## src/rtl/brz_pkg.sv

```systemverilog
// ----------------------------------------------------------------------------
// brz_pkg: shared types and constants of the bilinear resize and normalize block
// Holds the register indexes, the channel constants and the queue entry type
// that the front and back parts use.
// ----------------------------------------------------------------------------
package brz_pkg;

   localparam int unsigned MAX_SRC_SIDE_DEF = 1024;
   localparam int unsigned OUT_SIDE_DEF     = 1024;

   // neighbour index width, wide enough for source sides up to 4096
   localparam int unsigned IDX_W  = 12;
   localparam int unsigned SIDE_W = 11;
   localparam int unsigned STEP_W = 27;

   localparam logic [2:0] CSR_SRC_WIDTH  = 3'd0;
   localparam logic [2:0] CSR_SRC_HEIGHT = 3'd1;
   localparam logic [2:0] CSR_DST_WIDTH  = 3'd2;
   localparam logic [2:0] CSR_DST_HEIGHT = 3'd3;
   localparam logic [2:0] CSR_X_STEP     = 3'd4;
   localparam logic [2:0] CSR_Y_STEP     = 3'd5;

   localparam logic CMD_WRITE   = 1'b0;
   localparam logic CMD_COMPUTE = 1'b1;

   // channel means in q16 and reciprocal standard deviations in q20 (red, green, blue)
   localparam logic [23:0] MEAN_Q16 [3] = '{24'd8105165, 24'd7620526, 24'd6784942};
   localparam logic [14:0] RSTD_Q20 [3] = '{15'd17957, 15'd18357, 15'd18276};

   typedef struct packed {
      logic             kind;    // CMD_WRITE or CMD_COMPUTE
      logic             in_area; // compute: inside resized area; write: inside store
      logic [IDX_W-1:0] x0;
      logic [IDX_W-1:0] x1;
      logic [IDX_W-1:0] y0;
      logic [IDX_W-1:0] y1;
      logic [7:0]       wx;
      logic [7:0]       wy;
      logic [23:0]      rgb;
   } entry_type;

endpackage

```

## src/rtl/brz_fifo.sv

```systemverilog
// ----------------------------------------------------------------------------
// brz_fifo: short work queue
// Show-ahead queue of work entries between the front and back parts.
// ----------------------------------------------------------------------------
module brz_fifo
   import brz_pkg::*;
(
   input  logic      clock,
   input  logic      reset,
   input  logic      push,
   input  entry_type push_entry,
   output logic      full,
   input  logic      pop,
   output logic      avail,
   output entry_type head
);

   localparam int unsigned DEPTH = 4;
   localparam int unsigned PW    = $clog2(DEPTH);

   entry_type       slot_ff [DEPTH];
   logic [PW-1:0]   wr_ff, rd_ff;
   logic [PW:0]     count_ff;

   assign full  = (count_ff == (PW+1)'(DEPTH));
   assign avail = (count_ff != '0);
   assign head  = slot_ff[rd_ff];

   always_ff @(posedge clock) begin
      if (reset) begin
         wr_ff    <= '0;
         rd_ff    <= '0;
         count_ff <= '0;
      end else begin
         if (push) begin
            wr_ff <= wr_ff + PW'(1);
         end
         if (pop) begin
            rd_ff <= rd_ff + PW'(1);
         end
         count_ff <= count_ff + (PW+1)'(push) - (PW+1)'(pop);
      end
   end

   always_ff @(posedge clock) begin
      if (push) begin
         slot_ff[wr_ff] <= push_entry;
      end
   end

endmodule

```

## config.mk

```make
export PLATFORM = sky130hd
export DESIGN_NAME = brz_fifo
export DESIGN_NICKNAME = d
export VERILOG_FILES = /design/src/rtl/brz_pkg.sv /design/src/rtl/brz_fifo.sv
export SDC_FILE = /design/constraint.sdc
export NUM_CORES = 1
export LEC_CHECK = 0
export ABC_AREA = 1
export BUFFER_PORTS_ARGS = -buffer_cell sky130_fd_sc_hd__buf_2
export CAP_MARGIN = 20
export CORE_AREA = 8 8 164 228
export CTS_CLUSTER_DIAMETER = 40
export DETAILED_ROUTE_END_ITERATION = 10
export DIE_AREA = 0 0 172 236
export SYNTH_ARGS = -nofsm -noshare
export SYNTH_HDL_FRONTEND = slang
export SYNTH_SLANG_ARGS = --single-unit
```

## constraint.sdc

```tcl
create_clock -name clock -period 4.35 [get_ports clock]
set_input_delay 1.305 -clock clock [delete_from_list [all_inputs] [get_ports clock]]
set_output_delay 1.305 -clock clock [all_outputs]
set_load 0.005 [all_outputs]
```

Word level (Yosys, flattened, before mapping)

Memory sizes are Yosys's and may differ from the RTL's. A register that Yosys moved wholly into a read port is not among the register bits.
Cells that the tools add are included.
W data, S select, Z words.

Add/sub/neg operators: 4
Equality and inequality tests: 1
Muxes and demuxes: 4
Reductions and logical operators: 1

Operators by type and width:

| operator              | number |
|---|---|
| $add A2 B1 Y2 const B | 2 |
| $mux W2               | 2 |
| $add A3 B1 Y3         | 1 |
| $eq A3 B3 Y1 const B  | 1 |
| $reduce_bool A3 Y1    | 1 |
| $sub A3 B1 Y3         | 1 |
| $mux W1               | 2 |

Logic and storage cells: 14
Output and inout port bits: 92
Memories kept: 1
Bits in registers: 7
Memory bits (writable): 360

Memory list:

| name    | words | width | rd ports | clocked after Yosys merged registers in | write ports | line           | source |
|---|---|---|---|---|---|---|---|
| slot_ff | 4     | 90    | 1        | 1                                       | 1           | brz_fifo.sv:21 | `entry_type slot_ff [DEPTH];` |

Longest topological paths before layout

Word-level depth: 3
Mapped depth: 8
Depth with buffers taken out: 8

Worst setup path before layout

OpenSTA, ideal clock, no wires.

Path kind: input-to-reg
Start point: in push
End point: mem slot_ff[2][0] (netlist name), enable pin
Stages on the path: 2
Buffers on the path: 0
Setup slack: 0.827 ns
Data arrival time: 3.079 ns
Path through: nand2_1 > inv_1

Longest elaborated chain between the ends: 2

Ends and longest elaborated chain:

| what                          | line           | source |
|---|---|---|
| start, declared               | brz_fifo.sv:10 | `input logic push,` |
| $mux W1                       | brz_fifo.sv:46 | `if (push) begin` |
| $mux W1 (not written as such) | brz_fifo.sv:47 | `slot_ff[wr_ff] <= push_entry;` |
| end, declared                 | brz_fifo.sv:21 |  |

Every way passes these cells.

==> flow_metrics.tcl <==
set metrics [dict create \
    path_cells "buf_4 -> a21oi_1 -> o21ai_0 -> nand2_1 -> buf_2" \
    clk_pin_slew_worst_paths_ps 60 \
    antenna_found_initial 6 \
    final_util_pct 52.3 \
    cts_buffer_depth 3 \
    async_reset_ff_share_pct 0 \
    fin_cells 1774 \
    cp_top_family "flip-flops" \
    drt-wirelength-per-cell_um 16.4 \
    cts_setup_buffers 0 \
    synth.largest_area_cell "edfxtp_1" \
    vdd_drop_max_uv 333 \
    drt_first_pass_iters 4 \
    worstMarginPinSlew_ps 662 \
    slew-limit-headroom_pct 55.9 \
    slowest_stage "dfxtp_4" \
    postLayoutCellArea_um2 17700 \
    critPathMaxFanout 43 \
    grt_pass1_wl_mm 45.5 \
    multiInputGateArea_um2 2900 \
    wl_mm 29.1 \
    layout.nets 1392 \
    dp_cells 1699 \
    first_iter_violations 443 \
    post_dp_cell_area_um2 16400 \
    place.gp.congestion 0.709 \
    yosys_warnings 0 \
    cp.buffers_inverters 2 \
    status "complete, no violations" \
    grt_pass1_vias 8573 \
    finalHoldViolCount 0 \
    cts_tree "done" \
    setup_viol 0 \
    cp.required_ps 3040 \
    seqCellArea_um2 11000 \
    grt_start_max_net_pins 103 \
    clk_latency_ps 530 \
    synth_cell_type_count 17 \
    min_period_ps 3410 \
    syn_nets 1207 \
    synth_top_area_share_pct 71.7 \
    ys_ff_latch 369 \
    whs_ps 460 \
    synth.cell_area_um2 15100 \
    max_freq_mhz 293 \
    leakagePower_nw 6.82 \
    yosys_most_used_dff "edfxtp_1" \
    seq_area_frac_synth_pct 72.9 \
    maxSlewViolCount 0 \
    max-cap-violations 0 \
    synth_common_cells "edfxtp_1, inv_1, nand2_1, a21oi_1, o211ai_2" \
    nFillCells 2926 \
    netlist_top_cells_area "edfxtp_1, o211ai_2, inv_1, nand2_1, a21oi_1" \
    path_class "reg2out" \
    htree_num_levels 2 \
    endpoint_kind "output pin" \
    num_vias 8515 \
    die_x_um 172 \
    die_height_um 236 \
    io_buffers 185 \
    start_kind "flip-flop" \
    dieArea_um2 40600 \
    area_growth_pct 17.3 \
    cts_resized 0 \
    drive_above_1_share_pct 27.3 \
    grt_overflow_total 0 \
    fin_worst_skew_ps 9.06 \
    rows 80 \
    start_util_pct 44.6 \
    clock-sinks 369 \
    worstHoldPathType "reg2reg" \
    postSynthAreaPerCell_um2 13.6 \
    period_share_pct 78.4 \
    yosysMostFrequentCell "edfxtp_1" \
    fin_setup_tns_ps 0 \
    hpwlAfterDp_mm 17.3 \
    synth_edf_count 360 \
    via_per_inst 4.80 \
    crit_arrival_ps 2110 \
    power_density_nw_per_um2 459 \
    synthCells 1106 \
    rsz0062_at_grt "false" \
    postRouteAntennaNets 0 \
    cpPeakStageDelay_ps 710 \
    ctsHoldBuffers 0 \
    grt_usage_pct 14.3 \
    clockRootBuffer "clkbuf_16" \
    coreArea_um2 33800 \
    ios 186 \
    drc_errors 0 \
    cts_buffers 41 \
]
==> sequential cells by signal, summed over array words and instances, names as in the netlist, named ones only <==
name	cells
slot_ff	360
count_ff	3
wr_ff	2
rd_ff	2
==> logic make-up after synthesis <==
family                     after synthesis  share of synthesized area, %
buffers and inverters                  256                          7.87
DFF                                    369                          72.9
and+or+nand+nor                        194                          4.85
adders and majority gates                7                         0.631
AOI/OAI and AO/OA                      280                          13.8
==> per-stage QoR <==
step                      setup WS [ps]  power (mW)
final                               938        8.12
after global routing                732        8.45
after CTS                           854        8.23
after detailed placement           1430        4.94
after global placement             1440        4.92
after floorplan                     827        4.62
==> metal layers <==
metal | global-route usage (%) | wire [um] | vias to the layer above
li1 | - | - | 4230
met1 | 16.3 | 11600 | 4053
met2 | 25.5 | 15200 | 167
met3 | 3.54 | 1600 | 57
met4 | 4.79 | 671 | 8
met5 | 0 | 48 | -
==> area by class of cell <==
class	instances	area share [%]
Sequential cell	369	62.2
Multi-Input combinational cell	481	16.4
Timing Repair Buffer	202	6.66
Clock buffer	48	6.12
Inverter	196	4.21
Tap cell	451	3.19
Clock inverter	25	1.23
Antenna cell	2	0.0283
==> cell usage in the layout, fill, tap and decap left out, drive strengths merged, types with 4 or more instances in the layout <==
master  netlist  layout
ha            6       6
dfxtp         9       9
clkbuf        9      48
buf          51     202
clkinv        0      14
nand2       188     188
edfxtp      360     360
inv         196     203
a21oi        96      96
o21ai        94      94
o211ai       90      90
nor2          4       4
==> power by group <==
group / internal (mW) / leakage (nW) / total [mW] / switching [mW]
clock network: 1.92 / 0.634 / 3.28 / 1.36
registers: 4.07 / 3.38 / 4.11 / 0.0476
logic: 0.264 / 2.81 / 0.722 / 0.458
total: 6.25 / 6.82 / 8.12 / 1.86
==> path summary, 6_finish.rpt <==
check / from / to / slack (ps) / depth (start not counted)
worst max-delay path: flip-flop / head[13] / 940 / 5
worst min-delay path: rd_ff[1] / flip-flop / 460 / 2
worst max register to register: wr_ff[0] / slot_ff[2][67] / 2460 / 5
worst min register to register: rd_ff[1] / flip-flop / 460 / 2
==> tightest hold or removal path, delay by kind of cell, from the launching register on <==
family	cells	cell delay, ps
AO/OA/AOI/OAI	1	60
buffers and inverters	1	60
flip-flops	1	300
Note: power is estimated with default switching activity, not from simulation.
