**config.mk**
```make
export PLATFORM = sky130hd
export DESIGN_NAME = brz_front
export DESIGN_NICKNAME = d
export VERILOG_FILES = /design/src/rtl/brz_pkg.sv /design/src/rtl/brz_front.sv
export SDC_FILE = /design/constraint.sdc
export NUM_CORES = 2
export LEC_CHECK = 0
export BUFFER_PORTS_ARGS = -buffer_cell sky130_fd_sc_hd__buf_4
export CORE_MARGIN = 8
export CORE_UTILIZATION = 58
export DETAILED_ROUTE_END_ITERATION = 8
export GPL_TIMING_DRIVEN = 0
export PLACE_DENSITY = 0.89
export SETUP_SLACK_MARGIN = 0.5
export SLEW_MARGIN = 15
export SYNTH_ARGS = -nofsm -noshare
export SYNTH_HDL_FRONTEND = slang
export SYNTH_SLANG_ARGS = --single-unit
```
**constraint.sdc**
```tcl
create_clock -name clock -period 7.72 [get_ports clock]
set_clock_uncertainty 0.2 [all_clocks]
set_input_delay 1.544 -clock clock [delete_from_list [all_inputs] [get_ports clock]]
set_output_delay 1.544 -clock clock [all_outputs]
set_load 0.02 [all_outputs]
```
**src/rtl/brz_pkg.sv**
```systemverilog
// ----------------------------------------------------------------------------
// brz_pkg: shared types and constants of the bilinear resize and normalize block
// Holds the register indexes, the channel constants and the queue entry type
// that the front and back parts use.
// ----------------------------------------------------------------------------
package brz_pkg;

   localparam int unsigned MAX_SRC_SIDE_DEF = 1024;
   localparam int unsigned OUT_SIDE_DEF     = 1024;

   // neighbour index width, wide enough for source sides up to 4096
   localparam int unsigned IDX_W  = 12;
   localparam int unsigned SIDE_W = 11;
   localparam int unsigned STEP_W = 27;

   localparam logic [2:0] CSR_SRC_WIDTH  = 3'd0;
   localparam logic [2:0] CSR_SRC_HEIGHT = 3'd1;
   localparam logic [2:0] CSR_DST_WIDTH  = 3'd2;
   localparam logic [2:0] CSR_DST_HEIGHT = 3'd3;
   localparam logic [2:0] CSR_X_STEP     = 3'd4;
   localparam logic [2:0] CSR_Y_STEP     = 3'd5;

   localparam logic CMD_WRITE   = 1'b0;
   localparam logic CMD_COMPUTE = 1'b1;

   // channel means in q16 and reciprocal standard deviations in q20 (red, green, blue)
   localparam logic [23:0] MEAN_Q16 [3] = '{24'd8105165, 24'd7620526, 24'd6784942};
   localparam logic [14:0] RSTD_Q20 [3] = '{15'd17957, 15'd18357, 15'd18276};

   typedef struct packed {
      logic             kind;    // CMD_WRITE or CMD_COMPUTE
      logic             in_area; // compute: inside resized area; write: inside store
      logic [IDX_W-1:0] x0;
      logic [IDX_W-1:0] x1;
      logic [IDX_W-1:0] y0;
      logic [IDX_W-1:0] y1;
      logic [7:0]       wx;
      logic [7:0]       wy;
      logic [23:0]      rgb;
   } entry_type;

endpackage

```
**src/rtl/brz_front.sv**
```systemverilog
// ----------------------------------------------------------------------------
// brz_front: request intake and coordinate mapping
// Holds the configuration registers, classifies each word, maps output
// coordinates to source neighbours and weights, and pushes work entries.
// ----------------------------------------------------------------------------
module brz_front
   import brz_pkg::*;
#(
   parameter int unsigned MAX_SRC_SIDE = MAX_SRC_SIDE_DEF,
   parameter int unsigned OUT_SIDE     = OUT_SIDE_DEF
) (
   input  logic        clock,
   input  logic        reset,
   input  logic        req_tvalid,
   output logic        req_tready,
   input  logic [47:0] req_tdata,
   input  logic        req_tuser,
   input  logic        csr_valid,
   output logic        csr_ready,
   input  logic [2:0]  csr_index,
   input  logic [26:0] csr_data,
   output logic        push,
   output entry_type   push_entry,
   input  logic        q_full
);

   localparam int unsigned EW = $clog2(MAX_SRC_SIDE + 1);
   localparam int unsigned TW = 38;

   logic [SIDE_W-1:0] src_w_ff, src_h_ff, dst_w_ff, dst_h_ff;
   logic [STEP_W-1:0] x_step_ff, y_step_ff;

   logic              en;
   logic              f0_valid_ff, f1_valid_ff;
   logic              f0_kind_ff, f0_inside_ff;
   logic [9:0]        f0_x_ff, f0_y_ff;
   logic [23:0]       f0_rgb_ff;
   logic [TW-1:0]     f0_tx_ff, f0_ty_ff;
   entry_type         f1_entry_ff, f1_entry_in;

   logic [9:0]        px, py;
   logic              kind_in, inside_in;
   logic [EW-1:0]     side_x, side_y;
   logic [IDX_W-1:0]  x0, x1, y0, y1;
   logic [7:0]        wx, wy;

   assign en         = !q_full;
   assign req_tready = en;
   assign csr_ready  = 1'b1;
   assign px         = req_tdata[9:0];
   assign py         = req_tdata[19:10];
   assign kind_in    = req_tuser;

   always_comb begin
      if (kind_in == CMD_COMPUTE) begin
         inside_in = ({1'b0, px} < dst_w_ff) && ({1'b0, py} < dst_h_ff)
                     && (32'(px) < OUT_SIDE) && (32'(py) < OUT_SIDE);
      end else begin
         inside_in = (32'(px) < MAX_SRC_SIDE) && (32'(py) < MAX_SRC_SIDE);
      end
   end

   function automatic logic [EW-1:0] eff_side(input logic [SIDE_W-1:0] v);
      logic [EW-1:0] r;
      if (v == '0) begin
         r = EW'(1);
      end else if (32'(v) > MAX_SRC_SIDE) begin
         r = EW'(MAX_SRC_SIDE);
      end else begin
         r = EW'(v);
      end
      return r;
   endfunction

   // t = (2c+1)*step, p = (t - 1.0)/2 floored, clamp to the last column or row
   function automatic logic [IDX_W+IDX_W+8-1:0] map_axis(input logic [TW-1:0] t,
                                                          input logic [EW-1:0] side);
      logic [TW-2:0]    p;
      logic [TW-18:0]   ip;
      logic [IDX_W-1:0] i0, i1, last;
      if (t < TW'(65536)) begin
         p = '0;
      end else begin
         p = (TW-1)'((t - TW'(65536)) >> 1);
      end
      ip   = p[TW-2:16];
      last = IDX_W'(side - EW'(1));
      if (ip > (TW-17)'(last)) begin
         i0 = last;
      end else begin
         i0 = IDX_W'(ip);
      end
      if (32'(i0) + 32'd1 < 32'(side)) begin
         i1 = i0 + IDX_W'(1);
      end else begin
         i1 = last;
      end
      return {i0, i1, p[15:8]};
   endfunction

   assign side_x = eff_side(src_w_ff);
   assign side_y = eff_side(src_h_ff);
   assign {x0, x1, wx} = map_axis(f0_tx_ff, side_x);
   assign {y0, y1, wy} = map_axis(f0_ty_ff, side_y);

   always_comb begin
      f1_entry_in.kind    = f0_kind_ff;
      f1_entry_in.in_area = f0_inside_ff;
      f1_entry_in.rgb     = f0_rgb_ff;
      if (f0_kind_ff == CMD_COMPUTE) begin
         f1_entry_in.x0 = x0;
         f1_entry_in.x1 = x1;
         f1_entry_in.y0 = y0;
         f1_entry_in.y1 = y1;
         f1_entry_in.wx = wx;
         f1_entry_in.wy = wy;
      end else begin
         f1_entry_in.x0 = IDX_W'(f0_x_ff);
         f1_entry_in.x1 = IDX_W'(f0_x_ff);
         f1_entry_in.y0 = IDX_W'(f0_y_ff);
         f1_entry_in.y1 = IDX_W'(f0_y_ff);
         f1_entry_in.wx = '0;
         f1_entry_in.wy = '0;
      end
   end

   always_ff @(posedge clock) begin
      if (reset) begin
         src_w_ff    <= SIDE_W'(1024);
         src_h_ff    <= SIDE_W'(1024);
         dst_w_ff    <= SIDE_W'(1024);
         dst_h_ff    <= SIDE_W'(1024);
         x_step_ff   <= STEP_W'(65536);
         y_step_ff   <= STEP_W'(65536);
         f0_valid_ff <= 1'b0;
         f1_valid_ff <= 1'b0;
      end else begin
         if (csr_valid) begin
            case (csr_index)
               CSR_SRC_WIDTH:  src_w_ff  <= csr_data[SIDE_W-1:0];
               CSR_SRC_HEIGHT: src_h_ff  <= csr_data[SIDE_W-1:0];
               CSR_DST_WIDTH:  dst_w_ff  <= csr_data[SIDE_W-1:0];
               CSR_DST_HEIGHT: dst_h_ff  <= csr_data[SIDE_W-1:0];
               CSR_X_STEP:     x_step_ff <= csr_data;
               CSR_Y_STEP:     y_step_ff <= csr_data;
               default: ;
            endcase
         end
         if (en) begin
            f0_valid_ff <= req_tvalid;
            f1_valid_ff <= f0_valid_ff;
         end
      end
   end

   always_ff @(posedge clock) begin
      if (en) begin
         f0_kind_ff   <= kind_in;
         f0_inside_ff <= inside_in;
         f0_x_ff      <= px;
         f0_y_ff      <= py;
         f0_rgb_ff    <= {req_tdata[27:20], req_tdata[35:28], req_tdata[43:36]};
         f0_tx_ff     <= TW'({px, 1'b1}) * TW'(x_step_ff);
         f0_ty_ff     <= TW'({py, 1'b1}) * TW'(y_step_ff);
         f1_entry_ff  <= f1_entry_in;
      end
   end

   assign push       = f1_valid_ff && en;
   assign push_entry = f1_entry_ff;

endmodule

```
* Word-level counts from Yosys, hierarchy flattened
Index checks and enable logic that the tools add are counted.
** Word-level totals
- Bits in registers :: 312
- Input bits :: 84
- Logic and storage cells :: 79
** Operators by class
- Add/subtract/negate cells :: 8
- Multiply operators :: 2
- Magnitude comparators :: 10
- Equality and inequality tests :: 5
- Muxes and demuxes :: 11
- Bitwise gates (word level) :: 1
- Reductions and logical operators :: 14
** Operators with widths (count)
- 38-bit by 17-bit < comparator with 1-bit output (second input constant) :: 2
- 11-bit by 27-bit multiplier with 38-bit output :: 2
- 38-bit by 17-bit subtractor with 38-bit output (second input constant) :: 2
- 37-bit two-way mux :: 2
- 62-bit two-way mux :: 1
- 12-bit two-way mux :: 4
- 11-bit two-way mux :: 4
- 21-bit by 12-bit > comparator with 1-bit output :: 2
- 12-bit by 1-bit adder with 13-bit output (second input constant) :: 2
- 13-bit by 11-bit < comparator with 1-bit output :: 2
- 12-bit by 1-bit adder with 12-bit output (second input constant) :: 2
- 11-bit by 1-bit subtractor with 12-bit output (second input constant) :: 2
- 11-bit > comparator (second input constant) :: 2
- 11-bit logical NOT :: 2
- 10-bit by 11-bit < comparator with 1-bit output :: 2
- 2-bit AND reduction :: 6
- 3-bit by 2-bit equality test with 1-bit output (second input constant) :: 2
- 3-bit equality test (second input constant) :: 2
- 2-bit OR reduction :: 2
- 3-bit by 1-bit equality test with 1-bit output (second input constant) :: 1
- 3-bit logical NOT :: 1
- 1-bit logical AND :: 2
- 1-bit logical NOT :: 1
- 1-bit inverter :: 1

* Depth between registers and ports, before layout
- Depth in word-level cells :: 10
- Mapped depth :: 37
- Depth with buffers taken out :: 34

* Worst setup path after synthesis
Ideal clock, no wire load.
- Path type :: in2reg
- From :: input req_tdata[8]
- To :: register f0_tx_ff[37], data pin
- Setup time :: 260 ps
- Arrival :: 7114 ps
- Data required time :: 7260 ps
- Path slack :: 146 ps
- Stages :: 23
- Path buffers :: 2
- Cell sequence :: clkbuf_1 -> clkbuf_1 -> nand2_1 -> fa_1 -> fa_1 -> inv_1 -> fa_1 -> inv_1 -> fa_1 -> inv_1 -> fa_1 -> ha_1 -> and3_1 -> o21ai_0 -> o31ai_1 -> o2111ai_1 -> nand2_1 -> a211oi_1 -> o41ai_1 -> nand2b_1 -> nand2_1 -> a21oi_1 -> xnor2_1
** On the way
- Word-level cells in the longest chain between the ends :: 1
** Ends and longest elaborated chain
- start, declared :: RTL line brz_front.sv:16 : input logic [47:0] req_tdata,
- 11-bit by 27-bit multiplier with 38-bit output :: RTL line brz_front.sv:163 : f0_tx_ff <= TW'({px, 1'b1}) * TW'(x_step_ff);
- end signal, assigned :: RTL line brz_front.sv:163
- end, declared :: RTL line brz_front.sv:38 : logic [TW-1:0] f0_tx_ff, f0_ty_ff;
No other way between the ends.
A chain may end at the register's enable or synchronous reset.

==> flow_summary.ini <==
[clocking]
root_buffer = clkbuf_16
clock-sinks = 294
cts_tree = built
cts_buffers = 34
cts.clk_slew.worst_paths_ns = 0.06
cts-htree-levels = 2
clockBufferDepth = 3
clkLatencyLatePin_ns = 0.54

[timing]
slew_viol_final = 0
min_period_over_period_pct = 95.25
finalSetupViolCount = 0
period_minus_slack_ns = 7.353
setup_tns_ns = 0
worst_slew_pin_slew_ns = 1.225
max_clock_freq_ghz = 0.1360
worst_hold_slack_ns = 0.2175
grt_setup_unrepaired = yes
slew_headroom_pct = 17.23
final-hold-violation-count = 0

[logic_synthesis]
synth_top_area_cell = fa_1
syn_area_um2 = 31120
synth_commonest_cells = nand2_1 (594), fa_1 (446), inv_1 (446), and2_1 (231), ha_1 (210)
syn_area_per_cell_um2 = 9.478
synth.most_common_cell = nand2_1
ys_seq_elements = 294
yosysWarningCount = 0
synth_edf_count = 194
synth_top_area_share_pct = 28.69
synth_ff_type = edfxtp_1
async_flop_share_pct = 0
synth_cells = 3284
ys_seq_area_share_pct = 25.15
ys_types = 93
synthTopCellsByArea = fa_1 (29%), edfxtp_1 (19%), ha_1 (8.4%)

[power]
power_leakage_uw = 0.01584
p_total_uw = 5323
p_per_area_nw_per_um2 = 146.5
ir_drop_uv = 133.7

[detailed_routing]
ant_nets = 0
vias_per_cell = 6.144
vias = 26490
first_iter_violations = 2952
drc = 0
drtPass1Iterations = 8
finalWirelength_mm = 94.42
wl_per_cell_um = 21.90

[global_routing]
grt_pass1_vias = 26220
grt_util_met2_pct = 46.78
grtUsageTotal_pct = 28.83
grt_max_degree = 109
overflow = 0
met1_usage_pct = 35.33
antenna_found_initial = 9
grt_pass1_wl_mm = 139.3
use_met3_pct = 7.919
busiest_layer = met2

[critical_path]
crit_path_frequent_cell = ha_4
required_ns = 7.85
critPathSlowestCell = or4_4
path_class = reg -> reg
ff2ff_path_depth = 38
start_kind = flip-flop
endpoint_kind = flip-flop
max_stage_delay_ns = 0.45
rrSetupSlack_ns = 0.37
worst-path-max-fanout = 7
r2r_end = push_entry[45]
worstPathArrival_ns = 7.49
timing.rr.start = src_h_ff[7]

[placement]
placed_cells = 4154
place.gp.congestion = 0.9679
placed_area_um2 = 33360
detailed_place_hpwl_mm = 66.23
numPortBuffers = 170

[min_path]
whs_path_depth = 0
min_from = f0_rgb_ff[18]
min_to = push_entry[18]
hp-class = reg -> reg

[die]
dieHeight_um = 247.7
coreArea_um2 = 53390
die_w_um = 247.7
num_rows = 85
pin_count = 177
die_area_um2 = 61330
initial_utilization_pct = 58.30

[finish]
nets = 4322
area_growth_pct = 16.71
fin_area_um2 = 36330
layout-drive-gt1-share_pct = 14.44
fin_cells = 4312

[job]
maxCapViolations = 0

[outcome]
status = finished clean
==> per-stage QoR <==
stage	setup slack (ns)	utilization, %
4_1_cts	0.5015	65.86
3_5_place_dp	-1.042	62.49
2_1_floorplan	0.4648	-
6_report	0.3669	68.04
3_3_place_gp	-1.363	62.42
5_1_grt	0.2163	68.01
==> how the worst max path moves through the flow <==
| stage | start | to |
|---|---|---|
| after floorplan | req_tdata[8] | f0_tx_ff[37] |
| after global placement | q_full | req_tready |
| after detailed placement | src_w_ff[6] | push_entry[67] |
| after CTS | req_tdata[9] | f0_tx_ff[31] |
| after global routing | src_h_ff[7] | push_entry[42] |
| final | src_h_ff[7] | push_entry[45] |
==> cell usage in the layout, fill, tap and decap left out, types with 25 or more instances in the layout <==
cell       instances
a21o_1            37
a21oi_1          168
and2_1           230
and3_1            25
buf_4            258
clkbuf_1         106
clkbuf_16         40
dfxtp_1           91
edfxtp_1         194
fa_1             446
ha_1             199
inv_1            438
mux2i_1           26
nand2_1          587
nand3_1           37
nor2_1           135
nor3_1            33
o21ai_0           39
xnor2_1           74
==> worst max-delay path, delay by kind of cell, from the launching register on <==
kind / cells / cell delay (ns)
xor+xnor: 2 / 0.32
flops: 1 / 0.30
simple gates: 8 / 1.33
buf+inv: 9 / 1.15
fa+ha+maj: 4 / 0.98
mux: 1 / 0.24
compound gates: 14 / 2.61
==> layer usage <==
layer / part of all wire, % / routed length (µm)
met1: 35 / 32970
met2: 46 / 43130
met3: 13 / 11950
met4: 6.7 / 6329
met5: 0.037 / 35
==> report_power, final <==
part           internal [µW]  leakage, µW  switching [µW]
clock                    954     0.000543             686
sequential              1840      0.00272            89.3
combinational            741       0.0126            1010
==> state kept, by name (all words and copies together), names as in the netlist, 24 cells and up <==
signal,count
f0_rgb_ff,24
f0_tx_ff,29
f0_ty_ff,29
push_entry,90
x_step_ff,27
y_step_ff,27
==> repair_timing <==
| action | 4_1_cts | 5_1_grt |
|---|---|---|
| buffers inserted | 28 | 55 |
| resized for setup | 120 | 208 |
| cloned | 0 | 5 |
| setup endpoints to repair | 61 | 47 |
| hold buffers | 0 | 0 |
| pin swaps | 21 | 73 |
==> cell type report <==
class                           instances  area (µm²)
Timing Repair Buffer                  259        2076
Antenna cell                            9       22.52
Multi-Input combinational cell       2378       21650
Clock buffer                           38       865.8
Clock inverter                         23       251.5
Buffer                                167        1057
Sequential cell                       294        7839
Tap cell                              696       870.8
Fill cell                            3496       17060
Inverter                              448        1694
==> kinds of logic (layout without fill, tap and decap cells) <==
| family | Yosys count | in the layout | synth area share (%) |
|---|---|---|---|
| simple gates | 1207 | 1207 | 18.48 |
| fa+ha+maj | 657 | 657 | 37.16 |
| buf+inv | 615 | 935 | 7.549 |
| compound gates | 370 | 370 | 7.477 |
| flops | 294 | 294 | 25.15 |
| xor+xnor | 101 | 101 | 2.890 |
| mux | 38 | 38 | 1.274 |
| other cells | 2 | 14 | 0.02413 |
Note: power is estimated with default switching activity, not from simulation.
